`src/design/urfc_pkg.sv`:
```
// ----------------------------------------------------------------------------
// urfc_pkg
// shared types and constants of the uart receive frame capture unit
// ----------------------------------------------------------------------------
`default_nettype none

package urfc_pkg;

    localparam logic [15:0] BIT_PERIOD_RST = 16'd800;
    localparam logic [15:0] GAP_TICKS_RST  = 16'd2000;
    localparam logic [3:0]  FIRST_BIT_STEP = 4'd1;
    localparam logic [3:0]  LAST_BIT_STEP  = 4'd8;
    localparam logic [3:0]  LAST_STEP      = 4'd10;
    localparam logic [15:0] GAP_MAX        = 16'hFFFF;

    localparam logic [0:0] CFG_BIT_PERIOD = 1'b0;
    localparam logic [0:0] CFG_GAP_TICKS  = 1'b1;

    localparam logic CMD_SAMPLE = 1'b0;
    localparam logic CMD_CLEAR  = 1'b1;

    typedef enum logic [2:0] {
        PH_IDLE = 3'b001,
        PH_BYTE = 3'b010,
        PH_GAP  = 3'b100
    } t_phase;

    typedef struct packed {
        logic       command;
        logic       rx_line;
        logic [4:0] read_index;
    } t_rx_in;

    typedef struct packed {
        logic       byte_valid;
        logic [7:0] rx_byte;
        logic [5:0] byte_count;
        logic       receiving;
        logic       frame_end;
        logic       overflow;
        logic [7:0] read_data;
    } t_rx_out;

    typedef struct packed {
        logic       fire;
        logic       clear;
        logic       push;
        logic [7:0] push_data;
        logic [4:0] rd_idx;
    } t_buf_req;

endpackage

`default_nettype wire

```
`src/design/urfc_buffer.sv`:
```
// ----------------------------------------------------------------------------
// urfc_buffer
// byte buffer memory with fill count, overflow flag and registered read port
// ----------------------------------------------------------------------------
`default_nettype none

module urfc_buffer
    import urfc_pkg::*;
#(
    parameter int DEPTH = 32
) (
    input  wire logic                         i_clk,
    input  wire logic                         i_rst_n,
    input  wire t_buf_req                     i_req,
    output logic                              o_full,
    output logic [$clog2(DEPTH + 1) - 1:0]    o_count,
    output logic                              o_overflow,
    output logic [7:0]                        o_rd_data
);

    localparam int CNT_W  = $clog2(DEPTH + 1);
    localparam int ADDR_W = (DEPTH > 1) ? $clog2(DEPTH) : 1;
    localparam int CMP_W  = (CNT_W > 5) ? CNT_W : 5;

    logic [7:0]        r_mem [DEPTH];
    logic [CNT_W-1:0]  r_count;
    logic [CNT_W-1:0]  n_count;
    logic              r_overflow;
    logic              n_overflow;
    logic [7:0]        r_rd_data;
    logic              r_rd_zero;
    logic              wr_en;
    logic [ADDR_W-1:0] wr_addr;
    logic [CMP_W-1:0]  rd_idx_ext;
    logic [ADDR_W-1:0] rd_addr;

    assign o_full     = (r_count == CNT_W'(DEPTH));
    assign wr_en      = i_req.fire && !i_req.clear && i_req.push && !o_full;
    assign wr_addr    = r_count[ADDR_W-1:0];
    assign rd_idx_ext = CMP_W'(i_req.rd_idx);
    assign rd_addr    = rd_idx_ext[ADDR_W-1:0];

    always_comb begin
        n_count    = r_count;
        n_overflow = r_overflow;
        if (i_req.clear) begin
            n_count    = '0;
            n_overflow = 1'b0;
        end else if (i_req.push) begin
            if (o_full) begin
                n_overflow = 1'b1;
            end else begin
                n_count = r_count + 1'b1;
            end
        end
    end

    always_ff @(posedge i_clk) begin
        if (!i_rst_n) begin
            r_count    <= '0;
            r_overflow <= 1'b0;
        end else if (i_req.fire) begin
            r_count    <= n_count;
            r_overflow <= n_overflow;
        end
    end

    always_ff @(posedge i_clk) begin
        if (wr_en) begin
            r_mem[wr_addr] <= i_req.push_data;
        end
    end

    // read port, same-entry write forwarded
    always_ff @(posedge i_clk) begin
        if (i_req.fire) begin
            if (wr_en && (wr_addr == rd_addr)) begin
                r_rd_data <= i_req.push_data;
            end else begin
                r_rd_data <= r_mem[rd_addr];
            end
            r_rd_zero <= !(rd_idx_ext < CMP_W'(n_count));
        end
    end

    assign o_count    = r_count;
    assign o_overflow = r_overflow;
    assign o_rd_data  = r_rd_zero ? 8'd0 : r_rd_data;

endmodule

`default_nettype wire

```
`src/design/uart_rx_frame_capture_unit.sv`:
```
// ----------------------------------------------------------------------------
// uart_rx_frame_capture_unit
// 8n1 uart receiver with idle-gap framing and a byte buffer
// ----------------------------------------------------------------------------
//  channel  | direction | handshake                 | payload
//  ---------+-----------+---------------------------+----------
//  in       | input     | i_in_valid / o_in_ready   | i_in
//  out      | output    | o_out_valid / i_out_ready | o_out
//  cfg      | input     | i_cfg_we (no wait)        | i_cfg_index, i_cfg_data
//
//  one tick per cycle unless the output stalls; each transfer yields its result in the next cycle
//  the buffer memory is read and written in the transfer cycle, the read
//  data registered and forwarded when the same entry is written
//  synchronous active-low reset; buffer contents not cleared
//  a stalled output holds the input off until the result is taken
// ----------------------------------------------------------------------------
`default_nettype none

module uart_rx_frame_capture_unit
    import urfc_pkg::*;
#(
    parameter int BUFFER_DEPTH = 32
) (
    input  wire logic        i_clk,
    input  wire logic        i_rst_n,
    input  wire logic        i_in_valid,
    output logic             o_in_ready,
    input  wire t_rx_in      i_in,
    output logic             o_out_valid,
    input  wire logic        i_out_ready,
    output t_rx_out          o_out,
    input  wire logic        i_cfg_we,
    input  wire logic [0:0]  i_cfg_index,
    input  wire logic [15:0] i_cfg_data
);

    localparam int CNT_W = $clog2(BUFFER_DEPTH + 1);

    logic [15:0] r_bit_period;
    logic [15:0] r_gap_ticks;
    t_phase      r_phase,   n_phase;
    logic [15:0] r_tick,    n_tick;
    logic [3:0]  r_bit,     n_bit;
    logic [7:0]  r_shift,   n_shift;
    logic [15:0] r_gap,     n_gap;
    logic [7:0]  r_last,    n_last;
    logic        r_byte_valid;
    logic        r_frame_end, n_frame_end;
    logic        r_out_valid;
    logic        push;
    logic        in_fire;
    logic [16:0] tick_inc;
    logic [16:0] wait_len;
    logic [15:0] gap_inc;

    t_buf_req         buf_req;
    logic             buf_full;
    logic [CNT_W-1:0] buf_count;
    logic             buf_overflow;
    logic [7:0]       buf_rd_data;

    assign o_in_ready = !r_out_valid || i_out_ready;
    assign in_fire    = i_in_valid && o_in_ready;

    always_ff @(posedge i_clk) begin
        if (!i_rst_n) begin
            r_bit_period <= BIT_PERIOD_RST;
            r_gap_ticks  <= GAP_TICKS_RST;
        end else if (i_cfg_we) begin
            case (i_cfg_index)
                CFG_BIT_PERIOD: r_bit_period <= i_cfg_data;
                CFG_GAP_TICKS:  r_gap_ticks  <= i_cfg_data;
                default: begin
                end
            endcase
        end
    end

    assign tick_inc = {1'b0, r_tick} + 17'd1;
    assign wait_len = ((r_bit == FIRST_BIT_STEP) || (r_bit == LAST_STEP))
                      ? {2'b00, r_bit_period[15:1]} : {1'b0, r_bit_period};
    assign gap_inc  = (r_gap != GAP_MAX) ? r_gap + 16'd1 : r_gap;

    always_comb begin
        n_phase     = r_phase;
        n_tick      = r_tick;
        n_bit       = r_bit;
        n_shift     = r_shift;
        n_gap       = r_gap;
        n_last      = r_last;
        n_frame_end = 1'b0;
        push        = 1'b0;
        if (i_in.command == CMD_SAMPLE) begin
            case (r_phase)
                PH_BYTE: begin
                    if (tick_inc >= wait_len) begin
                        n_tick = '0;
                        if ((r_bit >= FIRST_BIT_STEP) && (r_bit <= LAST_BIT_STEP)) begin
                            n_shift = {i_in.rx_line, r_shift[7:1]};
                        end
                        if (r_bit >= LAST_STEP) begin
                            n_last  = r_shift;
                            push    = 1'b1;
                            n_phase = PH_GAP;
                            n_gap   = '0;
                            n_bit   = '0;
                        end else begin
                            n_bit = r_bit + 4'd1;
                        end
                    end else begin
                        n_tick = tick_inc[15:0];
                    end
                end
                PH_GAP: begin
                    if (!i_in.rx_line) begin
                        n_phase = PH_BYTE;
                        n_tick  = '0;
                        n_bit   = '0;
                        n_shift = '0;
                    end else if (gap_inc >= r_gap_ticks) begin
                        n_frame_end = 1'b1;
                        n_phase     = PH_IDLE;
                        n_gap       = '0;
                    end else begin
                        n_gap = gap_inc;
                    end
                end
                default: begin
                    n_phase = PH_IDLE;
                    if (!i_in.rx_line) begin
                        n_phase = PH_BYTE;
                        n_tick  = '0;
                        n_bit   = '0;
                        n_shift = '0;
                    end
                end
            endcase
        end
    end

    always_ff @(posedge i_clk) begin
        if (!i_rst_n) begin
            r_phase      <= PH_IDLE;
            r_tick       <= '0;
            r_bit        <= '0;
            r_shift      <= '0;
            r_gap        <= '0;
            r_last       <= '0;
            r_byte_valid <= 1'b0;
            r_frame_end  <= 1'b0;
        end else if (in_fire) begin
            r_phase      <= n_phase;
            r_tick       <= n_tick;
            r_bit        <= n_bit;
            r_shift      <= n_shift;
            r_gap        <= n_gap;
            r_last       <= n_last;
            r_byte_valid <= push && !buf_full;
            r_frame_end  <= n_frame_end;
        end
    end

    always_ff @(posedge i_clk) begin
        if (!i_rst_n) begin
            r_out_valid <= 1'b0;
        end else if (in_fire) begin
            r_out_valid <= 1'b1;
        end else if (i_out_ready) begin
            r_out_valid <= 1'b0;
        end
    end

    assign buf_req.fire      = in_fire;
    assign buf_req.clear     = (i_in.command == CMD_CLEAR);
    assign buf_req.push      = push;
    assign buf_req.push_data = r_shift;
    assign buf_req.rd_idx    = i_in.read_index;

    urfc_buffer #(
        .DEPTH (BUFFER_DEPTH)
    ) u_buffer (
        .i_clk      (i_clk),
        .i_rst_n    (i_rst_n),
        .i_req      (buf_req),
        .o_full     (buf_full),
        .o_count    (buf_count),
        .o_overflow (buf_overflow),
        .o_rd_data  (buf_rd_data)
    );

    assign o_out_valid      = r_out_valid;
    assign o_out.byte_valid = r_byte_valid;
    assign o_out.rx_byte    = r_last;
    assign o_out.byte_count = 6'(buf_count);
    assign o_out.receiving  = (r_phase != PH_IDLE);
    assign o_out.frame_end  = r_frame_end;
    assign o_out.overflow   = buf_overflow;
    assign o_out.read_data  = buf_rd_data;

endmodule

`default_nettype wire

```
`config.mk`:
```
export PLATFORM = sky130hd
export DESIGN_NAME = uart_rx_frame_capture_unit
export DESIGN_NICKNAME = d
export VERILOG_FILES = /design/src/design/urfc_pkg.sv /design/src/design/urfc_buffer.sv /design/src/design/uart_rx_frame_capture_unit.sv
export SDC_FILE = /design/constraint.sdc
export NUM_CORES = 1
export LEC_CHECK = 0
export ABC_AREA = 1
export BUFFER_PORTS_ARGS = -buffer_cell sky130_fd_sc_hd__buf_4
export CELL_PAD_IN_SITES_DETAIL_PLACEMENT = 0
export CELL_PAD_IN_SITES_GLOBAL_PLACEMENT = 1
export CORE_ASPECT_RATIO = 1.5
export CORE_MARGIN = 5
export CORE_UTILIZATION = 49
export DETAILED_ROUTE_END_ITERATION = 12
export PLACE_DENSITY = 0.86
export REMOVE_ABC_BUFFERS = 1
export SYNTH_ARGS = -nofsm -noshare
export SYNTH_HDL_FRONTEND = slang
export SYNTH_SLANG_ARGS = --single-unit
```
`constraint.sdc`:
```
create_clock -name i_clk -period 4 [get_ports i_clk]
set_clock_uncertainty 0.2 [all_clocks]
set_input_delay 0.2 -clock i_clk [delete_from_list [all_inputs] [get_ports i_clk]]
set_output_delay 0.2 -clock i_clk [all_outputs]
set_load 0.005 [all_outputs]
```
==> metrics <==
outcome complete, no violations; DR vias/cell between 5 and 6; combinational share of power 0.072; Clock Power Share 0.400; clock buffer depth 3; P_sw 0.00176 W; routed len/inst approximately 19 um; Hold Crit Start i_in_valid; placed cells between 2000 and 2500; vias in the first global route about 12000; Critical Path AT about 3.8 ns; slowest stage delay, CP about 0.34 ns; Crit-path slowest cell dfxtp_4; reg2reg setup slack approximately 0.2 ns; critical path class flip-flop to flip-flop; Skew-Pair Late Insertion Delay between 0.5 and 0.6 ns; port bufs 56; R2R depth 21; die area roughly 37000 um^2; initial antenna violation count 0; pre-CTS setup slack -0.00388 ns; sequential-to-total area share from yosys stat 0.614; grt total ovfl 0; Hold Fails Final Rpt 0; GRT Util Overall 0.224; Core Box Area ~33000 um^2; post-synth top area share 0.493; clock sink count ~360; Required @ worst endpoint between 4 and 5 ns; pwr dens between 400 and 500 nW/um^2; Post-Syn Instances ~1600; Layout area overhead 15.8%; top cells by area, synth edfxtp_1, dfxtp_1, o21ai_0, nor2_1, nand2_1; RSZ-0062 raised after global routing yes; CP Launch Type flip-flop; GP Congestion about 0.86; IR drop worst, VDD between 0.3 and 0.4 mV; Root Buffer clkbuf_16; Crit Path Max Fanout 8; Tmin final approximately 3.8 ns; Ys Warns 0; Critical path buffers and inverters 4; Achievable Freq between 0.2 and 0.3 GHz; Synth cell types 43; H-tree Lvls 2; Synth Area per Inst ~10 um^2; Final Util 0.574; Placement Rows 81; antenna-violating nets left 0; fin worst setup slack 0.199 ns; hpwl dp roughly 27000 um; CTS buffer count 34; number of synthesized flops with an enable pin 265; fin crit share 0.950; remaining routing DRC violations 0; Layout Cells excl Fill approximately 2100; hold crit path type primary input to flip-flop; worst-case hold path end point r_frame_end; crit path capture type flip-flop; post-synthesis register bit count roughly 360; # IOs 57; Reg power frac 0.528; ys flop type edfxtp_1; Final Setup Violations 0; Async S/R FF share, synth 0; Crit path max-delay family simple AND/OR/NAND/NOR gates; Max-slew headroom 0.313; Initial Utilization 0.496; leading area contributor after synthesis edfxtp_1; FF-to-FF Start r_tick[2]; Post-Route WL around 40000 um; final hold slack around 0.042 ns; Initial DRC Count 872; worst-path cell chain nand2_1 -> nor2_2 -> nand2_1 -> nor2_2 -> inv_2 -> nor2_2 -> nand3_2 -> nor3_2 -> xor2_1 -> ha_1 -> inv_2 -> nor4_2 -> nand2_1 -> nand3_2 -> nand3_4 -> inv_4 -> nand2_4 -> nor2_4 -> nand2_2 -> nor2_1 -> buf_4; die width 158 um; max-cap violation count 0; largest net degree at the start of global routing 97; Die Span Y 232 um; Internal 0.00601 W; nets between 1500 and 2000; total vias in the final route around 12000; clock-pin slew on the worst setup and hold paths about 0.060 ns; Netlist Area Pre-Place 16100 um^2; most frequent cells in the layout edfxtp_1, nor2_1, o21ai_0, nand2_1, buf_4; Lkg Pwr slightly below 7 nW; first-pass GRT wire length between 60000 and 70000 um; Final Slew Violations 0; most common cell after layout, fill and taps aside edfxtp_1; Fillers approximately 2700; # diodes 0; CTS tree built; hold path cells 4; first-pass iteration count of the detailed router 5; Slew @ Worst Pin between 1 and 1.5 ns; share of cells above drive strength 1 0.126; RR Endpoint u_buffer.r_mem[21][4]; Net Sw Frac 0.226
## repair_timing
item / in CTS / in global routing
hold buffers: 30 / 0
buffers inserted: 0 / 6
gates resized for setup: 1 / 31
endpoints found under the setup margin: 8 / 288
hold endpoints to repair: 48 / 0
pin swaps: 0 / 8
gates cloned: 0 / 0
## worst register-to-register path: cells and delay by family, from the launching register on
family | cells | cell delay (ns)
xor+xnor | 1 | 0.12
fa+ha+maj | 1 | 0.34
buf+inv | 4 | 0.42
flops | 1 | 0.34
simple gates | 15 | 2.11
## synthesized netlist by cell type, types with 11 or more instances
library cell	number
edfxtp_1	265
nor2_1	234
o21ai_0	188
nand2_1	167
inv_1	111
a21oi_1	106
dfxtp_1	97
nand3_1	74
clkbuf_1	69
o221ai_1	57
ha_1	45
xor2_1	19
o211ai_1	16
nor3_1	14
a211oi_1	12
nand4_1	11
## area by class of cell
| class | count | area (um^2) | share of cell area |
|---|---|---|---|
| Sequential cell | 362 | 9910 | 0.530 |
| Multi-Input combinational cell | 1009 | 5530 | 0.296 |
| Timing Repair Buffer | 151 | 1250 | 0.0667 |
| Clock buffer | 44 | 920 | 0.0492 |
| Tap cell | 415 | 519 | 0.0278 |
| Inverter | 116 | 439 | 0.0235 |
| Clock inverter | 13 | 124 | 0.00663 |
## logic make-up (layout without fill, tap and decap cells)
| family | after synthesis | after routing | share of synthesized area |
|---|---|---|---|
| muxes | 8 | 8 | 0.00496 |
| DFF | 362 | 362 | 0.614 |
| xor gates and xnor gates | 28 | 28 | 0.0152 |
| AOI/OAI and AO/OA | 403 | 403 | 0.145 |
| and+or+nand+nor | 525 | 525 | 0.138 |
| buffers and inverters | 201 | 324 | 0.0486 |
| adders and majority gates | 45 | 45 | 0.0349 |
## registers in the layout, indices dropped and copies added (netlist names)
signal / count
u_buffer.r_mem: 256
r_bit_period: 16
r_gap: 16
r_gap_ticks: 16
r_tick: 16
r_last: 8
r_shift: 8
u_buffer.r_rd_data: 8
u_buffer.o_count: 6
r_bit: 4
r_phase: 3
o_out_valid: 1
r_byte_valid: 1
r_frame_end: 1
u_buffer.o_overflow: 1
u_buffer.r_rd_zero: 1
## power groups by stage
stage          Combinational [W]  Clock [W]  Sequential (W)
2_1_floorplan           0.000275          0         0.00418
3_3_place_gp            0.000518          0         0.00418
3_5_place_dp            0.000526          0         0.00418
4_1_cts                 0.000551    0.00316         0.00410
5_1_grt                 0.000615    0.00332         0.00410
6_report                0.000558    0.00311         0.00410
## per-stage QoR
step | power, W | instance area, um^2 | TNS (ns)
finish | 0.00776 | 18700 | 0
global route | 0.00804 | 18700 | -4.42
CTS | 0.00782 | 18600 | 0
detailed placement | 0.00471 | 17200 | -0.0299
global placement | 0.00470 | 17200 | 0
floorplan | 0.00446 | 15800 | 0
## worst max path at each step
stage,startpoint,end,depth (start not counted)
2_1_floorplan,r_bit[1],u_buffer.r_mem[24][0],20
3_3_place_gp,r_tick[0],u_buffer.r_mem[21][5],23
3_5_place_dp,r_tick[0],u_buffer.r_mem[21][5],21
4_1_cts,r_tick[0],u_buffer.r_mem[28][5],21
5_1_grt,r_tick[1],u_buffer.r_mem[28][2],21
6_report,r_tick[2],u_buffer.r_mem[21][4],21
## per-layer routing
metal | share of wire | GRT usage
met4 | 0.048 | 0.102
met1 | 0.38 | 0.266
met2 | 0.51 | 0.395
met3 | 0.062 | 0.0365
met5 | 0 | 0
Power figures use the tool's default switching activity.
